`src/rtl/tprq_pkg.sv`:
```
// package for the two-level priority request queue
// holds default sizes, request codes and status codes; no dependencies
`timescale 1ns / 1ps
`default_nettype none

package tprq_pkg;

    // default sizes
    localparam int DEPTH_DEF    = 64;
    localparam int ID_WIDTH_DEF = 16;

    // field widths fixed by the interface
    localparam int REQ_W    = 2;
    localparam int PRIO_W   = 8;
    localparam int STATUS_W = 2;

    // request codes
    localparam logic [REQ_W-1:0] REQ_SUBMIT = 2'd0;
    localparam logic [REQ_W-1:0] REQ_HANDLE = 2'd1;
    localparam logic [REQ_W-1:0] REQ_PEEK   = 2'd2;

    // status codes
    localparam logic [STATUS_W-1:0] ST_OK    = 2'd0;
    localparam logic [STATUS_W-1:0] ST_FULL  = 2'd1;
    localparam logic [STATUS_W-1:0] ST_EMPTY = 2'd2;

    // priority value that selects the high queue
    localparam logic [PRIO_W-1:0] PRIO_HIGH = 8'd1;

    // where a pending result takes its head fields from
    typedef enum logic [1:0] {
        SRC_NONE = 2'd0,
        SRC_HIGH = 2'd1,
        SRC_LOW  = 2'd2
    } t_src;

    // control info handed from the accept cycle to the result cycle
    typedef struct packed {
        logic [STATUS_W-1:0] status;
        t_src                src;
    } t_pend;

endpackage

`default_nettype wire

```
`src/rtl/two_level_priority_request_queue.sv`:
```
// two-level strict priority request queue, top level
// keeps a high and a low circular fifo in two synchronous memories
// depends on tprq_pkg
//
// usage:
//   input channel (i_in_valid / o_in_ready) carries one request transaction:
//   submit, handle (remove next) or peek next. output channel
//   (o_out_valid / i_out_ready) returns exactly one result transaction per
//   request: status, head id, head priority and a from-high flag.
//   the head is read from the queue memory in the accept cycle and the
//   registered read data is loaded into the output register in the next
//   cycle. a new request is not taken while the previous one is pending;
//   it can be taken in the same cycle the previous result leaves.
//   reset: synchronous, active low; both queues empty, no result pending.
//   queue memories are not cleared; the counts decide whether read data is used.
//   receiver stall: the result holds in the output register and no new
//   request is accepted until it is taken.
`timescale 1ns / 1ps
`default_nettype none

module two_level_priority_request_queue #(
    parameter int DEPTH    = tprq_pkg::DEPTH_DEF,
    parameter int ID_WIDTH = tprq_pkg::ID_WIDTH_DEF
) (
    input  wire logic                          i_clk,
    input  wire logic                          i_rst_n,
    input  wire logic                          i_in_valid,
    output logic                               o_in_ready,
    input  wire logic [tprq_pkg::REQ_W-1:0]    i_req_type,
    input  wire logic [ID_WIDTH-1:0]           i_request_id,
    input  wire logic [tprq_pkg::PRIO_W-1:0]   i_priority_level,
    output logic                               o_out_valid,
    input  wire logic                          i_out_ready,
    output logic [tprq_pkg::STATUS_W-1:0]      o_status,
    output logic [ID_WIDTH-1:0]                o_head_id,
    output logic [tprq_pkg::PRIO_W-1:0]        o_head_priority,
    output logic                               o_from_high
);
    import tprq_pkg::*;

    localparam int AW = (DEPTH > 1) ? $clog2(DEPTH) : 1;
    localparam int CW = $clog2(DEPTH + 1);
    localparam logic [AW-1:0] LAST_SLOT = AW'(DEPTH - 1);
    localparam logic [CW-1:0] FULL_CNT  = CW'(DEPTH);
    localparam int LW = ID_WIDTH + PRIO_W;

    // queue memories
    logic [ID_WIDTH-1:0] high_mem [DEPTH];
    logic [LW-1:0]       low_mem  [DEPTH];

    // pointers and counts
    logic [AW-1:0] r_hi_head, r_hi_tail, r_lo_head, r_lo_tail;
    logic [AW-1:0] n_hi_head, n_hi_tail, n_lo_head, n_lo_tail;
    logic [CW-1:0] r_hi_count, r_lo_count, n_hi_count, n_lo_count;

    // pipeline control
    logic  r_pend_valid;
    t_pend r_pend, n_pend;
    logic  r_out_valid;

    // registered read data
    logic [ID_WIDTH-1:0] r_hi_rd;
    logic [LW-1:0]       r_lo_rd;

    logic w_in_acc, w_out_acc;
    logic w_hi_we, w_lo_we, w_rd_en;

    assign w_out_acc  = r_out_valid && i_out_ready;
    assign o_in_ready = !r_pend_valid && (!r_out_valid || i_out_ready);
    assign w_in_acc   = i_in_valid && o_in_ready;

    function automatic logic [AW-1:0] next_slot(input logic [AW-1:0] p);
        next_slot = (p == LAST_SLOT) ? '0 : p + AW'(1);
    endfunction

    // request decode and pointer updates
    always_comb begin
        n_hi_head  = r_hi_head;
        n_hi_tail  = r_hi_tail;
        n_lo_head  = r_lo_head;
        n_lo_tail  = r_lo_tail;
        n_hi_count = r_hi_count;
        n_lo_count = r_lo_count;
        n_pend     = '{status: ST_OK, src: SRC_NONE};
        w_hi_we    = 1'b0;
        w_lo_we    = 1'b0;
        w_rd_en    = 1'b0;
        if (w_in_acc) begin
            case (i_req_type)
                REQ_SUBMIT: begin
                    if (i_priority_level == PRIO_HIGH) begin
                        if (r_hi_count == FULL_CNT) begin
                            n_pend.status = ST_FULL;
                        end else begin
                            w_hi_we    = 1'b1;
                            n_hi_tail  = next_slot(r_hi_tail);
                            n_hi_count = r_hi_count + CW'(1);
                        end
                    end else begin
                        if (r_lo_count == FULL_CNT) begin
                            n_pend.status = ST_FULL;
                        end else begin
                            w_lo_we    = 1'b1;
                            n_lo_tail  = next_slot(r_lo_tail);
                            n_lo_count = r_lo_count + CW'(1);
                        end
                    end
                end
                REQ_HANDLE, REQ_PEEK: begin
                    w_rd_en = 1'b1;
                    if (r_hi_count != '0) begin
                        n_pend.src = SRC_HIGH;
                        if (i_req_type == REQ_HANDLE) begin
                            n_hi_head  = next_slot(r_hi_head);
                            n_hi_count = r_hi_count - CW'(1);
                        end
                    end else if (r_lo_count != '0) begin
                        n_pend.src = SRC_LOW;
                        if (i_req_type == REQ_HANDLE) begin
                            n_lo_head  = next_slot(r_lo_head);
                            n_lo_count = r_lo_count - CW'(1);
                        end
                    end else begin
                        n_pend.status = ST_EMPTY;
                    end
                end
                default: begin
                    n_pend = '{status: ST_OK, src: SRC_NONE};
                end
            endcase
        end
    end

    // memory write at tail, registered read at head
    always_ff @(posedge i_clk) begin
        if (w_hi_we) begin
            high_mem[r_hi_tail] <= i_request_id;
        end
        if (w_lo_we) begin
            low_mem[r_lo_tail] <= {i_request_id, i_priority_level};
        end
        if (w_rd_en) begin
            r_hi_rd <= high_mem[r_hi_head];
            r_lo_rd <= low_mem[r_lo_head];
        end
    end

    // control state
    always_ff @(posedge i_clk) begin
        if (!i_rst_n) begin
            r_hi_head    <= '0;
            r_hi_tail    <= '0;
            r_lo_head    <= '0;
            r_lo_tail    <= '0;
            r_hi_count   <= '0;
            r_lo_count   <= '0;
            r_pend_valid <= 1'b0;
            r_out_valid  <= 1'b0;
        end else begin
            r_hi_head    <= n_hi_head;
            r_hi_tail    <= n_hi_tail;
            r_lo_head    <= n_lo_head;
            r_lo_tail    <= n_lo_tail;
            r_hi_count   <= n_hi_count;
            r_lo_count   <= n_lo_count;
            r_pend_valid <= w_in_acc;
            if (r_pend_valid) begin
                r_out_valid <= 1'b1;
            end else if (w_out_acc) begin
                r_out_valid <= 1'b0;
            end
        end
    end

    // pending transaction info
    always_ff @(posedge i_clk) begin
        if (w_in_acc) begin
            r_pend <= n_pend;
        end
    end

    // output register load from read data
    always_ff @(posedge i_clk) begin
        if (r_pend_valid) begin
            o_status <= r_pend.status;
            case (r_pend.src)
                SRC_HIGH: begin
                    o_head_id       <= r_hi_rd;
                    o_head_priority <= PRIO_HIGH;
                    o_from_high     <= 1'b1;
                end
                SRC_LOW: begin
                    o_head_id       <= r_lo_rd[LW-1:PRIO_W];
                    o_head_priority <= r_lo_rd[PRIO_W-1:0];
                    o_from_high     <= 1'b0;
                end
                default: begin
                    o_head_id       <= '0;
                    o_head_priority <= '0;
                    o_from_high     <= 1'b0;
                end
            endcase
        end
    end

    assign o_out_valid = r_out_valid;

    // checks
    a_hi_count_range: assert property (@(posedge i_clk) disable iff (!i_rst_n)
        r_hi_count <= FULL_CNT)
        else $error("high count above depth");
    a_lo_count_range: assert property (@(posedge i_clk) disable iff (!i_rst_n)
        r_lo_count <= FULL_CNT)
        else $error("low count above depth");
    a_pend_to_out: assert property (@(posedge i_clk) disable iff (!i_rst_n)
        r_pend_valid |=> r_out_valid)
        else $error("pending result not loaded");
    a_count_idle: assert property (@(posedge i_clk) disable iff (!i_rst_n)
        !w_in_acc |=> ($stable(r_hi_count) && $stable(r_lo_count)))
        else $error("count moved without a transaction");

endmodule

`default_nettype wire
```
`config.mk`:
```
export PLATFORM = sky130hd
export DESIGN_NAME = two_level_priority_request_queue
export DESIGN_NICKNAME = d
export VERILOG_FILES = /design/src/rtl/tprq_pkg.sv /design/src/rtl/two_level_priority_request_queue.sv
export SDC_FILE = /design/constraint.sdc
export NUM_CORES = 2
export LEC_CHECK = 0
export BUFFER_PORTS_ARGS = -buffer_cell sky130_fd_sc_hd__buf_2
export CAP_MARGIN = 5
export CORE_MARGIN = 5
export CORE_UTILIZATION = 59
export CTS_BUF_LIST = sky130_fd_sc_hd__clkbuf_8
export DETAILED_ROUTE_END_ITERATION = 10
export PLACE_DENSITY = 0.76
export SYNTH_ARGS = -nofsm -noshare
export SYNTH_HDL_FRONTEND = slang
export SYNTH_SLANG_ARGS = --single-unit
```
`constraint.sdc`:
```
create_clock -name i_clk -period 3.6 [get_ports i_clk]
set_input_delay 0.36 -clock i_clk [delete_from_list [all_inputs] [get_ports i_clk]]
set_output_delay 0.36 -clock i_clk [all_outputs]
set_load 0.02 [all_outputs]
```
==> run_results.csv <==
group,metric,value,unit
sta,setup_violations,0,
routing,ant_nets,0,
placed_design,post-place-cells,7083,
die,initial_core_util,59.3,%
placed_design,hpwl,143,mm
sta,skew,0.0995,ns
die,rows,152,
yosys,ys_ff_latch,2671,
global_routing,grt_overflow,0,
flow_run,max_cap_viol_count,0,
global_routing,grt_max_degree,99,
min_path,hold_class,"input port to flop",
yosys,ys_seq_area_share,78.3,%
worst_setup_path,cp-end-kind,"flop",
routing,wl_per_cell,30.8,um
routing,postRouteWirelength,241,mm
placed_design,routabilityCongestion,0.856,
routing,drcViolationCount,0,
worst_setup_path,crit_path_start_kind,"flop",
die,dieArea,0.181,mm^2
yosys,synth_edf_count,2631,
placed_design,port_buffers,58,
power,power_per_cell_area,504,mW/mm^2
worst_setup_path,crit_type,"flop to flop",
clocking,cts_tree,"built",
global_routing,grt_pass1_wl,353,mm
layout,fillers,10100,
routing,drt_first_pass_iters,6,
global_routing,grt_pass1_vias,51900,
layout,area.growth.synth_to_final,13.8,%
layout,final_nets,5262,
clocking,cts.clk_slew.worst_paths,0.06,ns
die,core,0.172,mm^2
yosys,syn_inst,4643,
status,status,"complete, no violations",
sta,worst_slew_pin_slew,1.26,ns
die,fp.dieW,426,um
layout,final_cells,7835,
yosys,synthesis.area,0.102,mm^2
clocking,cts_resized,0,
layout,finish.utilization,67.5,%
yosys,avgSynthCellArea,21.9,um^2
yosys,synthFlopType,"edfxtp_1",
placed_design,pre_cts_ws,0.0719,ns
worst_setup_path,reg2reg_from,"r_lo_head[0]",
sta,rsz0062_at_grt,"false",
routing,drt_iter0_markers,7389,
sta,layout_min_cycle_time,3.35,ns
sta,tns,0,ns
worst_setup_path,startpoint,"r_lo_head[0]",
die,die_h,426,um
yosys,ys_types,68,
power,power.leakage,36.2,nW
sta,slew_headroom,16.1,%
clocking,clkSinkCount,2671,
worst_setup_path,r2r.worst_path.cells,6,
yosys,syn-num-nets,4689,
layout,drive_gt1_share,28.3,%
sta,post-route-period-util,93.2,%
clocking,clock_latency,1.09,ns
clocking,htree_levels,5,
sta,max_clock_freq,298,MHz
sta,setup_ws,0.245,ns
global_routing,antenna_found_initial,6,
worst_setup_path,arrival,4.11,ns
die,pin_count,59,
power,max-vdd-ir-drop,435,uV
worst_setup_path,cp.required,4.36,ns
clocking,cts_buffers,416,
routing,vias_per_cell,6.54,
sta,hold_violations,0,
yosys,async_reset_ff_share,0,%
routing,via_count,51200,
clocking,cts_buffer_depth,4,
min_path,min_path_cells,2,
worst_setup_path,worstPathMaxFanout,24,
sta,drv_slew,0,
global_routing,grtUsageTotal,27.0,%
clocking,root_buffer,"clkbuf_8",
min_path,hp-start,"i_priority_level[4]",
yosys,synth_warnings,0,
[path summary, 6_finish.rpt]
check,endpoint,slack (ns)
hold / removal,low_mem[28][4],0.06
hold reg to reg,r_hi_count[6],0.51
setup reg to reg,r_lo_rd[15],0.25
setup / recovery,r_lo_rd[15],0.25
[area by class of cell]
| class | count | area (um^2) | area share, % |
|---|---|---|---|
| diodes | 4 | 10.0 | 0.00863 |
| clock buffers | 430 | 5920 | 5.11 |
| clock inverters | 293 | 1450 | 1.25 |
| inverters | 13 | 48.8 | 0.0421 |
| multi-input cells | 1682 | 21000 | 18.2 |
| flip-flops and latches | 2671 | 79800 | 68.9 |
| well taps | 2310 | 2890 | 2.49 |
| repair buffers | 432 | 4740 | 4.09 |
[worst max-delay path, cell delays in order (launching register included)]
cell      delay, ns
dfxtp_4        0.81
buf_4          0.34
mux4_2         0.53
a22o_1         0.26
a211oi_1       0.54
a211o_1        0.31
o221ai_1       0.21
[per-layer routing]
layer,track usage (%),share of wire (%),up-vias
li1,-,-,21000
met1,38.6,37,26500
met2,40.8,47,3323
met3,6.46,12,480
met4,11.6,4.5,0
met5,0,0,-
[cells by family (layout without fill, tap and decap cells)]
logic type,count (synthesis),count (layout),share of synthesized area (%)
compound gates,544,544,4.28
xor+xnor,21,21,0.181
fa+ha+maj,16,16,0.197
buf+inv,290,1168,1.21
flops,2671,2671,78.3
mux,730,730,14.1
other cells,0,4,0
simple gates,371,371,1.73
[power by group]
group	leakage (nW)	switching (mW)	internal [mW]
logic	7.93	0.960	0.354
registers	24.0	0.0562	34.2
clock network	4.32	11.1	11.7
total	36.2	12.2	46.3
[cells in the mapped netlist (all sizes together), types with 8 or more instances]
master | number | area [um^2]
a21boi | 10 | 75.1
nand2 | 60 | 228
nor2b | 26 | 163
a211oi | 70 | 526
dfxtp | 40 | 801
xnor2 | 13 | 114
a22o | 120 | 1050
mux4 | 560 | 12600
a211o | 35 | 307
edfxtp | 2631 | 79000
o221ai | 69 | 604
ha | 16 | 200
nand3 | 17 | 85.1
mux2i | 163 | 1630
and2 | 25 | 158
nor4 | 13 | 81.3
or3 | 9 | 57.6
nand2b | 8 | 50.1
a22oi | 57 | 428
xor2 | 8 | 70.1
a21oi | 13 | 65.1
a221oi | 80 | 701
buf | 103 | 475
o21ai | 20 | 100
clkbuf | 174 | 713
nor2 | 181 | 687
o22ai | 40 | 250
inv | 12 | 45.0
[flip-flops by register name (all words and copies together), names as in the netlist]
| signal | count |
|---|---|
| low_mem | 1536 |
| high_mem | 1024 |
| r_lo_rd | 24 |
| o_head_id | 16 |
| r_hi_rd | 16 |
| o_head_priority | 8 |
| r_hi_count | 7 |
| r_lo_count | 7 |
| r_hi_head | 6 |
| r_hi_tail | 6 |
| r_lo_head | 6 |
| r_lo_tail | 6 |
| r_pend | 4 |
| o_status | 2 |
| o_from_high | 1 |
| o_out_valid | 1 |
| r_pend_valid | 1 |
[per-stage QoR]
| stage | cell area, um^2 | total power, mW | hold WS, ns |
|---|---|---|---|
| 3_3_place_gp | 108000 | 36.2 | 0.476 |
| 4_1_cts | 116000 | 58.8 | 0.00110 |
| 2_1_floorplan | 102000 | 35.3 | 0.400 |
| 6_report | 116000 | 58.4 | 0.0624 |
| 3_5_place_dp | 108000 | 36.2 | 0.491 |
| 5_1_grt | 116000 | 60.4 | 0.0667 |
[placed cells by master, fill, tap and decap left out, drive strengths merged, types with 16 or more instances in the layout]
cell,count
o221ai,69
a211oi,70
nand2,60
edfxtp,2631
and2,25
o22ai,40
ha,16
a211o,35
dfxtp,40
nor2,181
inv,162
clkbuf,430
a22o,120
buf,407
dlygate4sd3,25
clkinv,126
nand3,17
a221oi,80
o21ai,20
nor2b,26
a22oi,57
mux2i,163
mux4,560
[what timing repair did]
item,4_1_cts,5_1_grt
hold endpoints to repair,979,0
hold buffers,25,0
buffers inserted,0,0
Note: power is estimated with default switching activity, not from simulation.
